## config.mk

```make
export PLATFORM = sky130hd
export DESIGN_NAME = sync_length_xor_frame_parser_unit
export DESIGN_NICKNAME = d
export VERILOG_FILES = /design/src/hdl/slxfp_pkg.sv /design/src/hdl/sync_length_xor_frame_parser_unit.sv
export SDC_FILE = /design/constraint.sdc
export NUM_CORES = 1
export LEC_CHECK = 0
export BUFFER_PORTS_ARGS = -buffer_cell sky130_fd_sc_hd__buf_2
export CORE_UTILIZATION = 50
export DETAILED_ROUTE_END_ITERATION = 16
export PLACE_DENSITY = 0.68
export SLEW_MARGIN = 20
export SYNTH_ARGS = -nofsm -noshare
export SYNTH_HDL_FRONTEND = slang
export SYNTH_SLANG_ARGS = --single-unit
```

## constraint.sdc

```tcl
create_clock -name clk -period 4.3 [get_ports clk]
set_input_delay 0.86 -clock clk [delete_from_list [all_inputs] [get_ports clk]]
set_output_delay 0.86 -clock clk [all_outputs]
set_load 0.005 [all_outputs]
```

## src/hdl/slxfp_pkg.sv

```systemverilog
`default_nettype none

package slxfp_pkg;

    localparam int unsigned ByteWidth     = 8;
    localparam int unsigned PosWidth      = 9;
    localparam int unsigned CfgIndexWidth = 2;
    localparam int unsigned CfgDataWidth  = 9;

    // sync, length and message id come before the first payload word
    localparam logic [PosWidth-1:0] FrontOverhead = 9'd3;
    localparam logic [PosWidth-1:0] PosHunt       = 9'd0;
    localparam logic [PosWidth-1:0] PosLength     = 9'd1;
    localparam logic [PosWidth-1:0] PosMessageId  = 9'd2;

    localparam logic [ByteWidth-1:0] SyncByteReset   = 8'd164;
    localparam logic [PosWidth-1:0]  PosLimitReset   = 9'd64;

    typedef enum logic [CfgIndexWidth-1:0] {
        REG_SYNC_BYTE = 2'd0,
        REG_POS_LIMIT = 2'd1
    } cfg_reg_t;

    typedef enum logic [1:0] {
        ST_OK       = 2'd0,
        ST_CKFAIL   = 2'd1,
        ST_OVERFLOW = 2'd2
    } status_t;

    typedef enum logic {
        KIND_PAYLOAD = 1'b0,
        KIND_STATUS  = 1'b1
    } kind_t;

endpackage

`default_nettype wire

```

## src/hdl/sync_length_xor_frame_parser_unit.sv

```systemverilog
// A word accepted goes first into the input register, and its result (if any) is loaded
// into the result register once that register is free.
// Throughput: one word per cycle, sustained, with out_ready held high.
// The input register takes a new word while a finished result still waits downstream.
// Reset (rst_n low, asynchronous): sync hunting, checksum cleared, both registers empty,
// sync byte 164 and position limit 64.
`default_nettype none

module sync_length_xor_frame_parser_unit
    import slxfp_pkg::*;
(
    input  wire logic                     clk,
    input  wire logic                     rst_n,

    input  wire logic                     cfg_we,
    input  wire logic [CfgIndexWidth-1:0] cfg_index,
    input  wire logic [CfgDataWidth-1:0]  cfg_data,

    input  wire logic                     in_valid,
    output logic                          in_ready,
    input  wire logic [ByteWidth-1:0]     rx_byte,

    output logic                          out_valid,
    input  wire logic                     out_ready,
    output logic                          kind,
    output logic [1:0]                    status,
    output logic [ByteWidth-1:0]          payload_byte,
    output logic [ByteWidth-1:0]          payload_index,
    output logic [ByteWidth-1:0]          message_id,
    output logic [ByteWidth-1:0]          frame_length
);

    // configuration
    logic [ByteWidth-1:0] sync_byte_reg;
    logic [PosWidth-1:0]  pos_limit_reg;

    // input stage
    logic                 in_valid_reg;
    logic [ByteWidth-1:0] in_byte_reg;

    // parser state
    logic [PosWidth-1:0]  frame_pos_reg, frame_pos_next;
    logic [ByteWidth-1:0] xor_reg, xor_next;
    logic [ByteWidth-1:0] length_reg, length_next;
    logic [ByteWidth-1:0] msg_id_reg, msg_id_next;

    // result stage
    logic                 out_valid_reg;
    kind_t                kind_reg, kind_next;
    status_t              status_reg, status_next;
    logic [ByteWidth-1:0] data_reg;
    logic [ByteWidth-1:0] index_reg, index_next;
    logic [ByteWidth-1:0] res_msg_id_reg;
    logic [ByteWidth-1:0] res_length_reg;

    logic                 advance;
    logic                 emit;
    logic [ByteWidth-1:0] xor_with_byte;
    logic [PosWidth-1:0]  end_pos;

    assign advance  = in_valid_reg && (!out_valid_reg || out_ready);
    assign in_ready = !in_valid_reg || advance;

    assign xor_with_byte = xor_reg ^ in_byte_reg;
    assign end_pos       = PosWidth'(length_reg) + FrontOverhead;

    always_comb
    begin
        frame_pos_next = frame_pos_reg;
        xor_next       = xor_reg;
        length_next    = length_reg;
        msg_id_next    = msg_id_reg;
        emit           = 1'b0;
        kind_next      = KIND_PAYLOAD;
        status_next    = ST_OK;
        index_next     = '0;

        if (frame_pos_reg == PosHunt) begin
            // drop everything until the sync word
            if (in_byte_reg == sync_byte_reg) begin
                xor_next       = in_byte_reg;
                frame_pos_next = PosLength;
            end
        end else if (frame_pos_reg == PosLength) begin
            xor_next       = xor_with_byte;
            length_next    = in_byte_reg;
            frame_pos_next = PosMessageId;
        end else if (frame_pos_reg == PosMessageId) begin
            xor_next       = xor_with_byte;
            msg_id_next    = in_byte_reg;
            frame_pos_next = FrontOverhead;
        end else if (frame_pos_reg > pos_limit_reg) begin
            emit           = 1'b1;
            kind_next      = KIND_STATUS;
            status_next    = ST_OVERFLOW;
            xor_next       = '0;
            frame_pos_next = PosHunt;
        end else if (frame_pos_reg == end_pos) begin
            emit           = 1'b1;
            kind_next      = KIND_STATUS;
            status_next    = (xor_with_byte == '0) ? ST_OK : ST_CKFAIL;
            xor_next       = '0;
            frame_pos_next = PosHunt;
        end else begin
            emit           = 1'b1;
            xor_next       = xor_with_byte;
            index_next     = ByteWidth'(frame_pos_reg - FrontOverhead);
            frame_pos_next = frame_pos_reg + PosWidth'(1);
        end
    end

    always_ff @(posedge clk or negedge rst_n)
    begin
        if (!rst_n) begin
            sync_byte_reg <= SyncByteReset;
            pos_limit_reg <= PosLimitReset;
        end else if (cfg_we) begin
            case (cfg_index)
                REG_SYNC_BYTE: sync_byte_reg <= cfg_data[ByteWidth-1:0];
                REG_POS_LIMIT: pos_limit_reg <= cfg_data[PosWidth-1:0];
                default:       ;
            endcase
        end
    end

    always_ff @(posedge clk or negedge rst_n)
    begin
        if (!rst_n) begin
            in_valid_reg <= 1'b0;
        end else if (in_ready) begin
            in_valid_reg <= in_valid;
        end
    end

    always_ff @(posedge clk)
    begin
        if (in_ready && in_valid) begin
            in_byte_reg <= rx_byte;
        end
    end

    always_ff @(posedge clk or negedge rst_n)
    begin
        if (!rst_n) begin
            frame_pos_reg <= PosHunt;
            xor_reg       <= '0;
            length_reg    <= '0;
            msg_id_reg    <= '0;
        end else if (advance) begin
            frame_pos_reg <= frame_pos_next;
            xor_reg       <= xor_next;
            length_reg    <= length_next;
            msg_id_reg    <= msg_id_next;
        end
    end

    always_ff @(posedge clk or negedge rst_n)
    begin
        if (!rst_n) begin
            out_valid_reg <= 1'b0;
        end else if (advance) begin
            out_valid_reg <= emit;
        end else if (out_ready) begin
            out_valid_reg <= 1'b0;
        end
    end

    // hold the result until taken; load only when a word produces one
    always_ff @(posedge clk)
    begin
        if (advance && emit) begin
            kind_reg       <= kind_next;
            status_reg     <= status_next;
            data_reg       <= in_byte_reg;
            index_reg      <= index_next;
            res_msg_id_reg <= msg_id_next;
            res_length_reg <= length_next;
        end
    end

    assign out_valid     = out_valid_reg;
    assign kind          = kind_reg;
    assign status        = status_reg;
    assign payload_byte  = data_reg;
    assign payload_index = index_reg;
    assign message_id    = res_msg_id_reg;
    assign frame_length  = res_length_reg;

`ifndef ASSERT_OFF
    a_hunt_xor_clear: assert property (@(posedge clk) disable iff (!rst_n)
        frame_pos_reg == PosHunt |-> xor_reg == '0)
        else $error("checksum not cleared while hunting");

    a_payload_status_ok: assert property (@(posedge clk) disable iff (!rst_n)
        out_valid_reg && kind_reg == KIND_PAYLOAD |-> status_reg == ST_OK
            && index_reg == ByteWidth'(PosWidth'(index_reg)))
        else $error("payload word carries a status");

    a_body_word_emits: assert property (@(posedge clk) disable iff (!rst_n)
        advance && frame_pos_reg >= FrontOverhead |=> out_valid_reg)
        else $error("frame body word gave no result");

    a_status_returns_hunt: assert property (@(posedge clk) disable iff (!rst_n)
        advance && emit && kind_next == KIND_STATUS |=> frame_pos_reg == PosHunt)
        else $error("parser did not return to hunting after status");

    a_input_held_when_blocked: assert property (@(posedge clk) disable iff (!rst_n)
        in_valid_reg && !advance |=> in_valid_reg && $stable(in_byte_reg))
        else $error("input word lost while result stage was full");
`endif

endmodule

`default_nettype wire
```

==> impl_metrics.toml <==
[final_layout]
final_core_util_pct = 58.2
multi_input_area_mm2 = 0.00213
fillers = 826
drive_above_1_share_pct = 29.4
fin_nets = 499
regArea_mm2 = 0.00260
diodes = 0
syn_to_final_growth_pct = 11.1

[setup_path]
critPathLaunchType = "flip-flop"
path_delay_family = "compound AO/OA/AOI/OAI gates"
endpoint_kind = "flip-flop"
cp_slowest_cell = "a211oi_2"
worstSetupPathType = "reg -> reg"
cp_num_buf_inv = 0
path_cells = "ha_1 -> nand2_1 -> o31a_1 -> a211oi_1 -> a211oi_1 -> a211oi_2 -> nor3_1 -> a211o_1"
path_max_fanout = 16
arrival_ns = 3.53
max_stage_delay_ns = 0.83
crit_top_cell = "a211oi_1"
worstPathRequired_ns = 4.56

[yosys]
synth_fp_nets = 452
synth_compound_area_share_pct = 9.07
yosysWarnings = 0
ys_seq_elements = 95
synthSimpleGateAreaFrac_pct = 13.1
syn_avg_cell_area_um2 = 11.9
ys.flop_type = "dfrtp_1"
synth_top_family_by_area = "simple AND/OR/NAND/NOR gates"
synthTopCellsByCount = "dfrtp_1, edfxtp_1, mux2_2, nand2_1, xnor2_1"
synth-edff-count = 43
synth_area_leader_cell = "edfxtp_1"
synth.most_common_cell = "dfrtp_1"
synthTopCellsByArea = "edfxtp_1, dfrtp_1, mux2_2, xnor2_1, ha_1"
async_reset_ff_share_pct = 54.7
synth_fa_ha_area_share_pct = 3.57
synth_xor_area_share_pct = 6.42
netlist_area_mm2 = 0.00491
synth_cell_types = 53
ys_seq_area_share_pct = 52.9
synth_top_area_share_pct = 26.3
synthCells = 414
synth_mux_area_share_pct = 10.9

[clocking]
tritoncts = "yes"
cts_max_level = 3
post_cts_buffers = 0
cts_root_buf = "clkbuf_8"
clk_pin_slew_worst_paths_ns = 0.10
ctsHoldBuffers = 0
clk_latency_ns = 0.38
cts-resized-gates = 0
clock-sinks = 95
clockBufferDepth = 2
numCtsBuffers = 9

[place]
gp_congestion = 0.889
hpwl_um = 7020
port_buffers = 60

[floorplan]
initial_utilization_pct = 52.4
core_mm2 = 0.00937
die_w_um = 101
pin_count = 61
fp.dieArea_mm2 = 0.0102
die_h_um = 101
rows = 35

[pwr]
p_comb_share_pct = 40.5
swShare_pct = 37.6
p_seq_share_pct = 43.9
totalPowerFinal_w = 0.00375
ir_drop_uv = 251
cellPowerDensity_mw_per_mm2 = 687
power.share.clock_pct = 15.6
switching_power_w = 0.00141
p_leak_nw = 2.30
p_int_w = 0.00234

[sta]
min_period_ns = 3.27
drv_slew = 0
hold_viol_final = 0
max-slew-margin-rel_pct = 30.9
min_period_over_period_pct = 76.1
setup_viol = 0
tns_ns = 0
fmax_mhz = 306
fin_skew_ns = 0.0158
worst_slew_pin_slew_ns = 1.03
rsz0062_at_grt = "no"

[global_routing]
grt_pass1_vias = 3094
grt_overflow = 0
antenna_found_initial = 0
grtUsageTotal_pct = 21.1
grt_pass1_wl_um = 16000
grt_max_degree = 53

[detailed_routing]
drt_iter0_markers = 198
antenna_left = 0
vias = 3314
first_pass_iters = 4
wire_per_inst_um = 17.1
drc = 0
wirelength_um = 10200
vias_per_cell = 5.57

[flow_run]
max-cap-violations = 0

[status]
status = "finished, final reports clean"

[min_path]
hp-class = "reg -> reg"
-- placed cells by master, fill, tap and decap left out, types with 3 or more instances in the layout --
master	count
nor4_1	3
and3_1	4
nand2_2	7
xor2_1	13
nand4_1	6
nand3b_1	4
a211oi_1	3
a21o_1	3
nor3b_1	4
nor3_1	21
xnor2_1	23
nand2_1	24
edfxtp_1	43
o21ai_0	19
clkbuf_8	10
nand2b_1	5
nand3_1	7
a211o_1	10
mux2_1	6
o21a_1	4
a21oi_1	6
dfrtp_1	48
nor2_1	20
ha_1	14
dfstp_2	4
mux2_2	31
buf_2	60
inv_1	16
mux2_4	8
and2_1	4
-- routing by layer --
layer / vias to the layer above / global-route usage [%] / part of all wire, %
met5: - / 0 / 0
li1: 1583 / - / -
met2: 87 / 32.2 / 47
met3: 16 / 4.85 / 4.7
met4: 0 / 8.70 / 2.2
met1: 1628 / 29.2 / 46
-- power by group through the flow --
stage / clock, W / combinational, W / sequential [W]
finish: 0.000585 / 0.00152 / 0.00165
global route: 0.000636 / 0.00167 / 0.00169
floorplan: 0 / 0.00113 / 0.00160
global placement: 0 / 0.00146 / 0.00164
CTS: 0.000596 / 0.00152 / 0.00164
detailed placement: 0 / 0.00150 / 0.00166
-- final timing paths --
| kind | from | endpoint | slack [ns] | cells past startpoint |
|---|---|---|---|---|
| setup / recovery | frame_pos_reg[7]$_DFFE_PN0P_ | xor_reg[2]$_DFFE_PN0P_ | 1.03 | 8 |
| hold / removal | pos_limit_reg[5]$_DFFE_PN0P_ | pos_limit_reg[5]$_DFFE_PN0P_ | 0.51 | 1 |
| setup reg to reg | frame_pos_reg[7]$_DFFE_PN0P_ | xor_reg[2]$_DFFE_PN0P_ | 1.03 | 8 |
| hold reg to reg | pos_limit_reg[5]$_DFFE_PN0P_ | pos_limit_reg[5]$_DFFE_PN0P_ | 0.51 | 1 |
| max in group asynchronous | rst_n | frame_pos_reg[1]$_DFFE_PN0P_ | 3.24 | 2 |
| min in group asynchronous | rst_n | msg_id_reg[0]$_DFFE_PN0P_ | 0.59 | 2 |
-- area by class of cell --
cell class,instances,area share [%]
clock buffers,10,2.52
well taps,129,2.96
multi-input cells,278,39.0
clock inverters,6,1.17
inverters,16,1.10
flip-flops and latches,95,47.6
repair buffers,61,5.64
-- cell families after synthesis --
kind of cell             count (synthesis)
AO/OA/AOI/OAI                           63
multiplexers                            45
adder cells (fa/ha/maj)                 14
buffers and inverters                   41
XOR/XNOR                                36
flip-flops                              95
AND/OR/NAND/NOR                        120
-- stage by stage --
step | std cells | hold WS [ns] | setup WS [ns] | area [um2]
2_1_floorplan | 414 | 0.424 | 0.596 | 4910
3_3_place_gp | 579 | 0.488 | 1.15 | 5250
3_5_place_dp | 579 | 0.489 | 1.11 | 5250
4_1_cts | 595 | 0.517 | 1.08 | 5450
5_1_grt | 595 | 0.532 | 0.825 | 5460
6_report | 595 | 0.513 | 1.03 | 5460
Note: power is estimated with default switching activity, not from simulation.
